### src/hw/rtl/polyline_pose_resampler_macros.svh
// assertion macros for the polyline pose resampler
// included by the modules that carry concurrent assertions
`ifndef POLYLINE_POSE_RESAMPLER_MACROS_SVH
`define POLYLINE_POSE_RESAMPLER_MACROS_SVH

// same-cycle implication
`define PPR_ASSERT_IMP(label, clk, rst, ante, cons) \
   label: assert property (@(posedge clk) disable iff (rst) (ante) |-> (cons)) \
      else $error("ppr assertion failed");

// next-cycle implication
`define PPR_ASSERT_NXT(label, clk, rst, ante, cons) \
   label: assert property (@(posedge clk) disable iff (rst) (ante) |=> (cons)) \
      else $error("ppr assertion failed");

`endif

### src/hw/rtl/ppr_front.sv
// vertex front end: takes vertex transactions, tracks the previous vertex
// and classifies polyline starts; depends on nothing
module ppr_front #(
   parameter int C = 24,
   parameter int IW = 48
) (
   input  logic              clock,
   input  logic              reset,
   input  logic              req_tvalid,
   output logic              req_tready,
   input  logic [IW-1:0]     req_tdata,
   input  logic              req_tlast,
   input  logic              req_tuser,
   input  logic              q_full,
   output logic              q_push,
   output logic [4*C+1:0]    q_wdata
);

   logic [C-1:0] prev_x_ff, prev_y_ff;
   logic have_prev_ff;
   logic [C-1:0] cx, cy;
   logic start;

   assign cx = req_tdata[C-1:0];
   assign cy = req_tdata[2*C-1:C];
   assign start = req_tuser | ~have_prev_ff;
   assign req_tready = ~q_full;
   assign q_push = req_tvalid & ~q_full;
   assign q_wdata = {req_tlast, start, cy, cx, prev_y_ff, prev_x_ff};

   always_ff @(posedge clock) begin
      if (reset) begin
         have_prev_ff <= 1'b0;
      end else if (q_push) begin
         have_prev_ff <= ~req_tlast;
      end
   end

   always_ff @(posedge clock) begin
      if (q_push) begin
         prev_x_ff <= cx;
         prev_y_ff <= cy;
      end
   end

endmodule

### config.mk
export PLATFORM = sky130hd
export DESIGN_NAME = ppr_front
export DESIGN_NICKNAME = d
export VERILOG_FILES = /design/src/hw/rtl/polyline_pose_resampler_macros.svh /design/src/hw/rtl/ppr_front.sv
export SDC_FILE = /design/constraint.sdc
export NUM_CORES = 1
export LEC_CHECK = 0
export BUFFER_PORTS_ARGS = -buffer_cell sky130_fd_sc_hd__buf_2
export CAP_MARGIN = 10
export CORE_ASPECT_RATIO = 1.5
export CORE_MARGIN = 2
export CORE_UTILIZATION = 43
export CTS_BUF_LIST = sky130_fd_sc_hd__clkbuf_4
export DETAILED_ROUTE_END_ITERATION = 10
export GPL_TIMING_DRIVEN = 0
export PLACE_DENSITY = 0.85
export SYNTH_ARGS = -nofsm -noshare
export SYNTH_HDL_FRONTEND = slang
export SYNTH_SLANG_ARGS = --single-unit
export TNS_END_PERCENT = 100
### constraint.sdc
create_clock -name clock -period 4.7 [get_ports clock]
set_input_delay 0.47 -clock clock [delete_from_list [all_inputs] [get_ports clock]]
set_output_delay 0.47 -clock clock [all_outputs]
set_load 0.03 [all_outputs]
==> impl_results.md <==
- Arrival @ worst endpoint: ~1.6 ns
- Slew margin rel.: 64.31%
- Tmin final: between 2 and 2.5 ns
- Routed vias: ~1300
- Fraction of layout cells with a size suffix above 1: around four fifths
- Slowest stage delay, CP: about 0.44 ns
- Synth Instances: 105
- Gr ovfl total: 0
- Max-slew violations: 0
- Clk buf depth: 2
- WL per Instance: 12.96 um
- Post-route setup slack: 2.669 ns
- Die Height: 85.02 um
- Max_cap viols: 0
- Most used cell, CP: buf_2
- IR drop worst, VDD: 0.2622 mV
- Pre-CTS WS: 2.648 ns
- CTS root buf: clkbuf_4
- Most frequent cells in the layout: buf_2, buf_4, edfxtp_1, clkbuf_4, clkinvlp_4
- CTS tree: done
- Syn Area/Cell: 17.92 um^2
- CP Buf/Inv Count: 3
- Setup Fix Bufs, Post-CTS: 0
- Skew final: 0 ns
- Netlist Area Pre-Place: 1882 um^2
- Count of different cell masters after synthesis: 9
- GRT Max-Usage Layer: met2
- Critical-path top delay cell: nor2b_4
- RSZ-0062 raised after global routing: false
- #FFs+latches synth: 49
- Die Wd: 58.02 um
- RD Place Congestion: just over 0.7
- Final Setup Violations: 0
- Worst Setup Start Kind: primary input
- Vias in the first global route: 1328
- Port Buffers: between 150 and 200
- Ratio of final minimum period to clock period: between 40% and 50%
- Worst-Skew Late Latency: around 0.36 ns
- Top Ports: 154
- Crit Path Class: primary input to output port
- # hold bufs at CTS: 0
- Top post-synthesis cells by area: edfxtp_1, buf_4, dfxtp_1, mux2_4, nor2b_2
- GRT Overall Usage: between 10% and 20%
- Initial antenna violation count: 0
- Ys Warns: 0
- CTS Sinks: just under 50
- Initial core utilization: 44.71%
- CP top delay family: buffers and inverters
- Cell Chain, Critical Path: buf_2, nor2b_4, buf_12, buf_2
- Syn nets: 159
- # rows: 29
- CTS Buf Count: 5
- DIE AREA: 4932 um^2
- First-pass GRT wire length: 6.051 mm
- DR pass1 iterations: 3
- # resized after CTS: 0
- Crit end category: output port
- Met2 Usage GRT: 29.65%
- H-tree depth: 2
- Seq/Total Area, Yosys: a little under 80%
- Post-route antenna net violation count: 0
- Post-DR vias/cell: between 4 and 5
- Core Box Area: 4209 um^2
- Leak Pwr: 0.001365 uW
- Total Wirelength: 4.058 mm
- Global-route met1 utilization: 17.08%
- PwrDens: 334.6 nW/um^2
- Commonest non-fill, non-tap cell in the layout: buf_2
- Outcome: completed
- DR iter-0 viols: 22
- Clock edge transition at the registers on the reported setup and hold paths: approximately 0.14 ns
- DRC Markers: 0
- NumNets Final: 320
- Critical Path Fanout Max: 33
- Peak Freq: just under 500 MHz
- Fin. Hold Viols: 0
- Top-area cell type share of the netlist area: 76.60%
- Actual slew at the worst max-slew pin: 0.5342 ns
- Antenna diodes: 0
- Final Util: about two thirds
- Min-delay worst type: primary input to flip-flop
- Yosys top cell by area: edfxtp_1
- Area Growth Syn to Fin: 48.27%
- Final setup TNS: 0 ns
- Met3 Use GR: roughly 4.4%
- Dpl hpwl: 3.324 mm
- Largest net degree at the start of global routing: 34
- Worst Path Required: ~4.2 ns
flip-flops by register name (all words and copies together) (netlist names):
| register | cells |
|---|---|
| have_prev_ff | 1 |
| prev_y_ff | 24 |
| prev_x_ff | 24 |
synth_stat cells:
master	number
nor2b_2	1
nor2_1	1
inv_1	1
dfxtp_1	1
edfxtp_1	48
mux2_4	1
and2b_1	1
buf_4	50
nand2b_1	1
metrics by stage:
| stage | hold slack (ns) | cells | area, um^2 | total power [uW] |
|---|---|---|---|---|
| 2_1_floorplan | 0.5619 | 105 | 1882 | 676.5 |
| 3_3_place_gp | 0.5785 | 304 | 2705 | 748.3 |
| 3_5_place_dp | 0.5843 | 305 | 2730 | 754.5 |
| 4_1_cts | 0.2685 | 313 | 2790 | 947.1 |
| 5_1_grt | 0.2635 | 313 | 2790 | 974.0 |
| 6_report | 0.2926 | 313 | 2790 | 933.5 |
worst register-to-register path, delay by kind of cell (launching register included):
family           cells  cell delay, ns
and+or+nand+nor      1            0.15
DFF                  1            0.34
muxes                1            0.26
where the power goes:
| part | internal, uW | leakage (uW) | switching [uW] |
|---|---|---|---|
| combinational | 77.6 | 0.000879 | 147 |
| sequential | 511 | 0.000459 | 6.05 |
| clock | 64.4 | 0.0000279 | 127 |
final cells by class:
cell class	count	area, um^2
multi-input cells	5	46.29
fillers	309	1419
well taps	46	57.56
plain buffers	50	375.4
inverters	1	3.754
clock inverters	2	15.01
flip-flops and latches	49	1461
repair buffers	154	785.8
clock buffers	6	45.04
per-layer routing:
metal	wire (um)	vias up	part of all wire, %
met5	0	-	0
met4	99	0	2.4
met3	312	8	7.7
met2	2282	88	56
met1	1364	596	34
li1	-	637	-
final timing paths:
path | slack (ns) | end | depth (start not counted) | from
max reg2reg | 3.87 | have_prev_ff | 2 | have_prev_ff
min | 0.29 | prev_x_ff[15] | 1 | req_tdata[15]
min reg2reg | 0.62 | have_prev_ff | 2 | have_prev_ff
max | 2.67 | q_push | 4 | q_full
kinds of logic (layout without fill, tap and decap cells):
group	after synthesis	in the layout	share of synthesized area, %
and+or+nand+nor	4	4	1.397
muxes	1	1	0.7976
buffers and inverters	51	213	20.15
DFF	49	49	77.66
(Power assumes the default switching activity.)
