$ cat src/hw/rtl/polyline_pose_resampler_macros.svh
// assertion macros for the polyline pose resampler
// included by the modules that carry concurrent assertions
`ifndef POLYLINE_POSE_RESAMPLER_MACROS_SVH
`define POLYLINE_POSE_RESAMPLER_MACROS_SVH

// same-cycle implication
`define PPR_ASSERT_IMP(label, clk, rst, ante, cons) \
   label: assert property (@(posedge clk) disable iff (rst) (ante) |-> (cons)) \
      else $error("ppr assertion failed");

// next-cycle implication
`define PPR_ASSERT_NXT(label, clk, rst, ante, cons) \
   label: assert property (@(posedge clk) disable iff (rst) (ante) |=> (cons)) \
      else $error("ppr assertion failed");

`endif

$ cat src/hw/rtl/ppr_queue.sv
// two-entry queue between the vertex front end and the segment engine
// no dependencies
module ppr_queue #(
   parameter int EW = 98
) (
   input  logic          clock,
   input  logic          reset,
   input  logic          push,
   input  logic [EW-1:0] wdata,
   output logic          full,
   input  logic          pop,
   output logic          valid,
   output logic [EW-1:0] rdata
);

   logic [EW-1:0] slot_ff [2];
   logic wptr_ff, rptr_ff;
   logic [1:0] cnt_ff;

   always_ff @(posedge clock) begin
      if (reset) begin
         wptr_ff <= 1'b0;
         rptr_ff <= 1'b0;
         cnt_ff <= 2'd0;
      end else begin
         if (push) begin
            wptr_ff <= ~wptr_ff;
         end
         if (pop) begin
            rptr_ff <= ~rptr_ff;
         end
         cnt_ff <= cnt_ff + {1'b0, push} - {1'b0, pop};
      end
   end

   always_ff @(posedge clock) begin
      if (push) begin
         slot_ff[wptr_ff] <= wdata;
      end
   end

   assign full = cnt_ff[1];
   assign valid = (cnt_ff != 2'd0);
   assign rdata = slot_ff[rptr_ff];

endmodule

$ cat config.mk
export PLATFORM = sky130hd
export DESIGN_NAME = ppr_queue
export DESIGN_NICKNAME = d
export VERILOG_FILES = /design/src/hw/rtl/polyline_pose_resampler_macros.svh /design/src/hw/rtl/ppr_queue.sv
export SDC_FILE = /design/constraint.sdc
export NUM_CORES = 1
export LEC_CHECK = 0
export BUFFER_PORTS_ARGS = -buffer_cell sky130_fd_sc_hd__clkbuf_2
export CORE_AREA = 2 2 144 181
export CTS_BUF_LIST = sky130_fd_sc_hd__clkbuf_4 sky130_fd_sc_hd__clkbuf_8 sky130_fd_sc_hd__clkbuf_16
export DETAILED_ROUTE_END_ITERATION = 8
export DIE_AREA = 0 0 146 183
export GPL_ROUTABILITY_DRIVEN = 0
export SETUP_SLACK_MARGIN = 0.4
export SLEW_MARGIN = 10
export SYNTH_ARGS = -nofsm -noshare
export SYNTH_HDL_FRONTEND = slang
export SYNTH_SLANG_ARGS = --single-unit
$ cat constraint.sdc
create_clock -name clock -period 5.35 [get_ports clock]
set_clock_uncertainty 0.1 [all_clocks]
set_input_delay 0.2675 -clock clock [delete_from_list [all_inputs] [get_ports clock]]
set_output_delay 0.2675 -clock clock [all_outputs]
set_load 0.03 [all_outputs]
==> impl_metrics.ini, run 1 <==
[critical_path]
crit_buf_inv = 2
crit_path_end_kind = output pin
required_ns = 4.98
cp-start-kind = flip-flop
critical_path_class = reg -> out
crit_family = flip-flops
crit_arrival_ns = 2.66
max_stage_delay_ns = 0.87
crit_chain = buf_4, mux2_2, clkbuf_2
cpMaxStageDelayCell = dfxtp_4
worstPathMaxFanout = 58

[timing]
period_minus_slack_ns = 3.025
hold_viol = 0
rsz0062_at_grt = false
slew_headroom_pct = 42.48
setup-violations-final = 0
fmaxAchievable_ghz = 0.3306
worst_slew_pin_slew_ns = 0.8627
slew_violations = 0
hold_ws_ns = 0.4081
tns_ns = 0
fin_crit_sh_pct = 56.53

[clock_network]
ctsHoldBuffers = 102
root_buffer = clkbuf_16
clkSinkCount = 201
clock_path_buffers = 3
cts_buffers = 20
htreeDepth = 1
cts_resized = 0
clkLatencyLatePin_ns = 0.48
cts_tree = built
clkTransAtPathRegs_ns = 0.06
post-cts-setup-buffers = 0

[yosys]
synth_cells = 325
syn_avg_cell_area_um2 = 22.64
ys_seq_area_share_pct = 81.36
ys_seq_elements = 201
synth_fp_nets = 429
synth_warnings = 0
syn_area_um2 = 7357
synth_cell_types = 14

[global_routing]
overflow = 0
grt_pass1_vias = 4486
antenna_found_initial = 2
grt_max_degree = 59
grt_pass1_wl_um = 22980
grt.total_usage_pct = 10.85

[placement]
dp.cells = 854
dp_hpwl_um = 9723
io_buffers = 201

[power]
netSwitchingFraction_pct = 24.29
power_uw = 3782
power.density_nw_per_um2 = 363.7
leakage_uw = 0.003984
power_frac_comb_pct = 15.2
internal_power_uw = 2863
ir_drop_mv = 0.2280
p_sw_uw = 918.7
clkPwrFrac_pct = 35.1
pwr-share-seq_pct = 49.7

[detailed_routing]
wl_um = 15230
final_antenna_net_count = 0
viasPerCell = 4.148
drt_iter0_markers = 156
drt_first_pass_iters = 4
drt_drc_violations_left = 0
route.vias.total = 4115
wl_per_cell_um = 15.35

[layout]
area_delta_synth_final_pct = 41.34
final_nets = 747
drive_gt1_share_pct = 51.60
stdcell_count = 992

[flow_run]
maxCapViolations = 0

[floorplanning]
pin_count = 202
die_h_um = 183
initial_utilization_pct = 29.37
core_region_area_um2 = 25050
row_count = 65
dieArea_um2 = 26720
die_w_um = 146

[outcome]
status = complete, no violations

[worst_hold_path]
hold_path_class = in -> reg
## sequential cells by signal (all words and copies together), names as in the netlist, named ones only
register  flops
slot_ff     196
cnt_ff        2
rptr_ff       1
wptr_ff       1
## Yosys cell counts, drive strengths merged
master | count | area share (%)
nor2 | 4 | 0.20
mux2 | 98 | 16
buf | 11 | 1.1
xnor2 | 2 | 0.24
or2 | 1 | 0.085
edfxtp | 196 | 80
inv | 2 | 0.10
dfxtp | 5 | 1.4
nor2b | 2 | 0.17
and2 | 1 | 0.085
xnor3 | 1 | 0.31
ha | 2 | 0.34
## power by group through the flow
stage	combinational, uW	clock, uW	sequential (uW)
after floorplan	368	0	1900
after global placement	511	0	1910
after detailed placement	520	0	1920
after CTS	583	1380	1880
after global routing	607	1430	1890
final	575	1330	1880
## cells in the final DEF, fill, tap and decap left out
cell and n:
ha_1 2, clkinv_2 3, buf_4 4, diode_2 2
dfxtp_1 4, dfxtp_4 1, mux2_2 78, nor2_1 4
clkbuf_2 201, and2_4 1, clkbuf_4 5, edfxtp_1 196
nor2b_4 1, clkinvlp_4 1, bufinv_16 1, xnor2_1 2
nor2b_1 1, clkinv_1 3, inv_1 2, xnor3_1 1
or2_2 1, dlygate4sd3_1 102, clkbuf_16 21, mux2_4 20
## worst register-to-register path, cell delays in order (launching register included)
cell	delay [ns]
dfxtp_1	0.40
and2_4	0.58
buf_4	0.77
## final timing paths
path	from	depth (start not counted)	slack, ns	end
worst max-delay path	flip-flop	3	2.33	rdata[35]
worst min-delay path	wdata[27]	2	0.41	slot_ff[1][27]$_DFFE_PP_
worst max register to register	wptr_ff$_SDFFE_PP0P_	2	3.08	slot_ff[1][65]$_DFFE_PP_
worst min register to register	rptr_ff$_SDFFE_PP0P_	2	0.45	rptr_ff$_SDFFE_PP0P_
## layer usage
| metal | share of wire (%) | GRT usage (%) | vias up |
|---|---|---|---|
| met5 | 0 | 0 | - |
| met4 | 3.1 | 4.660 | 0 |
| met3 | 6.4 | 2.786 | 37 |
| met2 | 55 | 21.02 | 135 |
| met1 | 36 | 10.91 | 2024 |
| li1 | - | - | 1919 |
## logic make-up after synthesis
group         after synthesis  share of synthesized area [%]
flops                     201                          81.36
mux                        98                          16.02
buf+inv                    13                          1.190
simple gates                8                         0.5442
xor+xnor                    3                         0.5442
fa+ha+maj                   2                         0.3401
## cell type report
cell class	count	area (um2)
inverters	2	7.507
fillers	2293	14650
diodes	2	5.005
clock buffers	26	563.0
well taps	335	419.2
multi-input cells	111	1294
repair buffers	307	2057
flip-flops and latches	201	5989
clock inverters	8	63.81
## stage by stage
step | utilization (%) | instance area (um2) | worst slack [ns]
after floorplan | - | 7360 | 1.930
after global placement | 34.92 | 8746 | 2.839
after detailed placement | 34.92 | 8746 | 2.780
after CTS | 41.49 | 10390 | 2.245
after global routing | 41.49 | 10390 | 2.170
final | 41.51 | 10400 | 2.325
Note: power is estimated with default switching activity, not from simulation.
==> run 2: changes to the inputs <==
==> constraint.sdc (replaced) <==
create_clock -name clock -period 2.59 [get_ports clock]
set_clock_uncertainty 0.1 [all_clocks]
set_input_delay 0.1295 -clock clock [delete_from_list [all_inputs] [get_ports clock]]
set_output_delay 0.1295 -clock clock [all_outputs]
set_load 0.03 [all_outputs]
==> impl_metrics.ini, run 2 (synthesis gave the netlist of run 1 again) <==
[layout]
num-fill-cells = 2289
largest_reg_flops = 196
final_nets = 749
fin_util_pct = 41.90
area_delta_synth_final_pct = 42.67
final_cell_mix = clkbuf_2, edfxtp_1, dlygate4sd3_1, mux2_2, clkbuf_16
reg_top3 = slot_ff (196), cnt_ff (2)
drive_gt1_share_pct = 51.52
regMostFlops = slot_ff
final_common_cell = clkbuf_2
stdcell_count = 992

[detailed_routing]
wl_um = 15200
drt_drc_violations_left = 0
viasPerCell = 4.208
drt_first_pass_iters = 4
wl_per_cell_um = 15.33
drt_iter0_markers = 129
final_antenna_net_count = 0
route.vias.total = 4174

[critical_path]
crit_arrival_ns = 1.82
crit_path_end_kind = output pin
critical_path_class = reg -> out
cp-start-kind = flip-flop
required_ns = 2.36
worstPathMaxFanout = 44

[global_routing]
grt_max_degree = 99
grt_pass1_vias = 4592
antenna_found_initial = 1
overflow = 0
grt_pass1_wl_um = 23270
grt.total_usage_pct = 10.95

[floorplanning]
die_w_um = 146
core_region_area_um2 = 25050
dieArea_um2 = 26720
initial_utilization_pct = 29.37
die_h_um = 183
row_count = 65
pin_count = 202

[timing]
hold_ws_ns = 0.2660
slew_headroom_pct = 62.12
hold_viol = 0
tns_ns = 0
fin_crit_sh_pct = 79.22
worst_slew_pin_slew_ns = 0.5681
setup-violations-final = 0
slew_violations = 0
rsz0062_at_grt = false
period_minus_slack_ns = 2.052
fmaxAchievable_ghz = 0.4873

[clock_network]
clkLatencyLatePin_ns = 0.49
root_buffer = clkbuf_16
clock_path_buffers = 3
cts_buffers = 21
clkTransAtPathRegs_ns = 0.06
cts_tree = built
clkSinkCount = 201
htreeDepth = 1

[outcome]
status = complete, no violations

[worst_hold_path]
hold_path_class = in -> reg

[power]
leakage_uw = 0.004022
power.density_nw_per_um2 = 763.5
power_uw = 8014
ir_drop_mv = 0.5473

[placement]
dp.cells = 855
dp_hpwl_um = 9416
io_buffers = 201

[flow_run]
maxCapViolations = 0
[run 2: changes by cell type in the layout (fill, tap and decap cells not counted), sizes merged]
cell,previous run,this run
clkbuf,227,224
bufinv,1,3
clkinv,6,8
buf,4,5
clkinvlp,1,0
diode,2,1
[run 2: critical path: stages, from the launching register on]
cell and delay [ns]:
dfxtp_4 0.36, buf_6 0.34, mux2_2 0.39, clkbuf_2 0.20
[run 2: area by class of cell]
| type | instances | area (um2) | area share [%] |
|---|---|---|---|
| inverters | 2 | 7.507 | 0.07152 |
| well taps | 335 | 419.2 | 3.993 |
| multi-input cells | 111 | 1294 | 12.33 |
| repair buffers | 308 | 2118 | 20.18 |
| flip-flops and latches | 201 | 5991 | 57.07 |
| clock buffers | 23 | 540.5 | 5.150 |
| clock inverters | 11 | 123.9 | 1.180 |
| diodes | 1 | 2.502 | 0.02384 |
[run 2: what timing repair did]
| item | 4_1_cts | 5_1_grt |
|---|---|---|
| endpoints found under the setup margin | 43 | 0 |
| hold buffers | 102 | 0 |
| buffers inserted | 0 | 0 |
| gates resized for setup | 1 | 0 |
| hold endpoints to repair | 201 | 0 |
[run 2: layer usage]
metal  wire, um  vias to the layer above  global-route usage [%]
met5          0                        -                       0
met4        609                        0                   5.437
met3        823                       42                   2.388
met2       8299                      138                   20.96
met1       5470                     2065                   11.18
li1           -                     1929                       -
[run 2: stage by stage]
stage               setup WS, ns  instance area [um2]
finish                    0.5381                10500
global route              0.4537                10490
CTS                       0.4993                10490
detailed placement        0.9047                 8805
global placement          0.9299                 8805
floorplan                 0.2873                 7367
[run 2: path summary, 6_finish.rpt]
path / slack, ns / cells after the start / end / start
setup reg to reg: 1.13 / 2 / slot_ff[0][51]$_DFFE_PP_ / wptr_ff$_SDFFE_PP0P_
setup / recovery: 0.54 / 3 / rdata[7] / flip-flop
hold / removal: 0.27 / 2 / slot_ff[1][41]$_DFFE_PP_ / wdata[41]
hold reg to reg: 0.43 / 2 / rptr_ff$_SDFFE_PP0P_ / rptr_ff$_SDFFE_PP0P_
[run 2: power breakdown]
part           total, uW  internal (uW)  leakage [uW]  switching [uW]
logic               1230            502       0.00181             724
registers           3850           3800       0.00188            53.6
clock network       2940           1780      0.000330            1150
==> run 3: changes to the inputs <==
==> constraint.sdc (replaced) <==
create_clock -name clock -period 1.7 [get_ports clock]
set_clock_uncertainty 0.1 [all_clocks]
set_input_delay 0.085 -clock clock [delete_from_list [all_inputs] [get_ports clock]]
set_output_delay 0.085 -clock clock [all_outputs]
set_load 0.03 [all_outputs]
==> impl_metrics.ini, run 3 (synthesis gave the netlist of run 1 again) <==
[outcome]
status = finished, violations left
violations = negative setup slack

[timing]
worst_slew_pin_slew_ns = 0.2049
fmaxAchievable_ghz = 0.5304
setup_slack_ns = -0.1853
setup-violations-final = 98
fin_crit_sh_pct = 110.9
hold_ws_ns = 0.2267
period_minus_slack_ns = 1.885
rsz0062_at_grt = true
hold_viol = 0
slew_violations = 0
slew_headroom_pct = 86.29

[power]
ir_drop_mv = 0.7879
power.density_nw_per_um2 = 1060
power_uw = 13320
leakage_uw = 0.005000

[layout]
fin_area_um2 = 12570
final_common_cell = edfxtp_1
stdcell_count = 1038
largest_reg_flops = 196
fin_util_pct = 50.18
final_nets = 794
reg_top3 = slot_ff (196), cnt_ff (2)
regMostFlops = slot_ff
drive_gt1_share_pct = 55.41
final_cell_mix = edfxtp_1, dlygate4sd3_1, clkbuf_2, mux2_4, buf_8
num-fill-cells = 2032
area_delta_synth_final_pct = 70.87

[detailed_routing]
wl_per_cell_um = 19.12
final_antenna_net_count = 0
drt_iter0_markers = 145
drt_first_pass_iters = 4
wl_um = 19850
route.vias.total = 4405
viasPerCell = 4.244
drt_drc_violations_left = 0

[critical_path]
required_ns = 1.51
cp-start-kind = flip-flop
crit_arrival_ns = 1.70
reg2reg_depth = 4
crit_path_end_kind = output pin
worstPathMaxFanout = 7
critical_path_class = reg -> out

[clock_network]
clkSinkCount = 201
clkLatencyLatePin_ns = 0.49
clock_path_buffers = 3
cts_tree = built
cts_buffers = 21
root_buffer = clkbuf_16
clkTransAtPathRegs_ns = 0.06
htreeDepth = 1

[floorplanning]
pin_count = 202
row_count = 65
initial_utilization_pct = 29.37
die_h_um = 183
core_region_area_um2 = 25050
dieArea_um2 = 26720
die_w_um = 146

[worst_hold_path]
holdPathStages = 2
hold_path_class = in -> reg

[global_routing]
grt_pass1_vias = 4735
grt_pass1_wl_um = 26090
overflow = 0
grt_max_degree = 46
antenna_found_initial = 2
grt.total_usage_pct = 12.61

[placement]
dp_hpwl_um = 10270
placement.cell_area_um2 = 8892
dp.cells = 860
io_buffers = 201

[flow_run]
maxCapViolations = 0
[run 3: cell types whose count changed in the layout (fill, tap and decap cells not counted), moves of 13 or more]
cell,previous run,this run
mux2_4,20,98
clkbuf_16,21,34
buf_8,0,68
buf_6,1,49
clkbuf_2,201,100
mux2_2,78,0
[run 3: area by class of cell]
| cell class | instances | area [um2] | area share, % |
|---|---|---|---|
| well taps | 335 | 419.2 | 3.334 |
| flip-flops and latches | 201 | 5996 | 47.70 |
| repair buffers | 353 | 3890 | 30.94 |
| clock buffers | 23 | 540.5 | 4.300 |
| diodes | 1 | 2.502 | 0.01991 |
| inverters | 2 | 7.507 | 0.05972 |
| multi-input cells | 111 | 1614 | 12.84 |
| clock inverters | 12 | 101.3 | 0.8062 |
[run 3: path summary, 6_finish.rpt]
kind / startpoint / end / slack [ns]
max: flip-flop / rdata[64] / -0.19
min: wdata[9] / slot_ff[0][9]$_DFFE_PP_ / 0.23
min reg2reg: rptr_ff$_SDFFE_PP0P_ / rptr_ff$_SDFFE_PP0P_ / 0.44
max reg2reg: wptr_ff$_SDFFE_PP0P_ / slot_ff[1][81]$_DFFE_PP_ / 0.35
[run 3: timing repair]
item                       in CTS  in global routing
hold endpoints to repair      201                  0
setup buffers                  16                  2
gates cloned                    6                 17
pin swaps                       2                  2
hold buffers                  101                  0
setup endpoints to repair     218                197
gates resized for setup       218                201
[run 3: per-stage QoR]
step / TNS, ns / worst slack (ns)
floorplan: -100.70 / -0.6027
global placement: 0 / 0.2459
detailed placement: 0 / 0.2311
CTS: -16.80 / -0.2252
global route: -19.85 / -0.2385
finish: -14.11 / -0.1853
[run 3: report_power, final]
part / switching [uW] / internal [uW] / total (uW) / leakage [uW]
combinational: 1400 / 1700 / 3100 / 0.00280
sequential: 101 / 5790 / 5890 / 0.00188
clock: 1760 / 2570 / 4330 / 0.000319
total: 3260 / 10100 / 13300 / 0.00500
[run 3: metal layers]
metal  global-route usage (%)  routed length (um)  share of wire, %
met5                        0                  11             0.055
met3                    3.284                1136               5.7
met1                    13.33                7391                37
met2                    24.40               10890                55
met4                    3.806                 423               2.1
[run 3: critical path: stages (launching register included)]
cell,delay (ns)
dfxtp_4,0.40
buf_12,0.18
clkbuf_16,0.17
mux2_4,0.31
buf_8,0.14
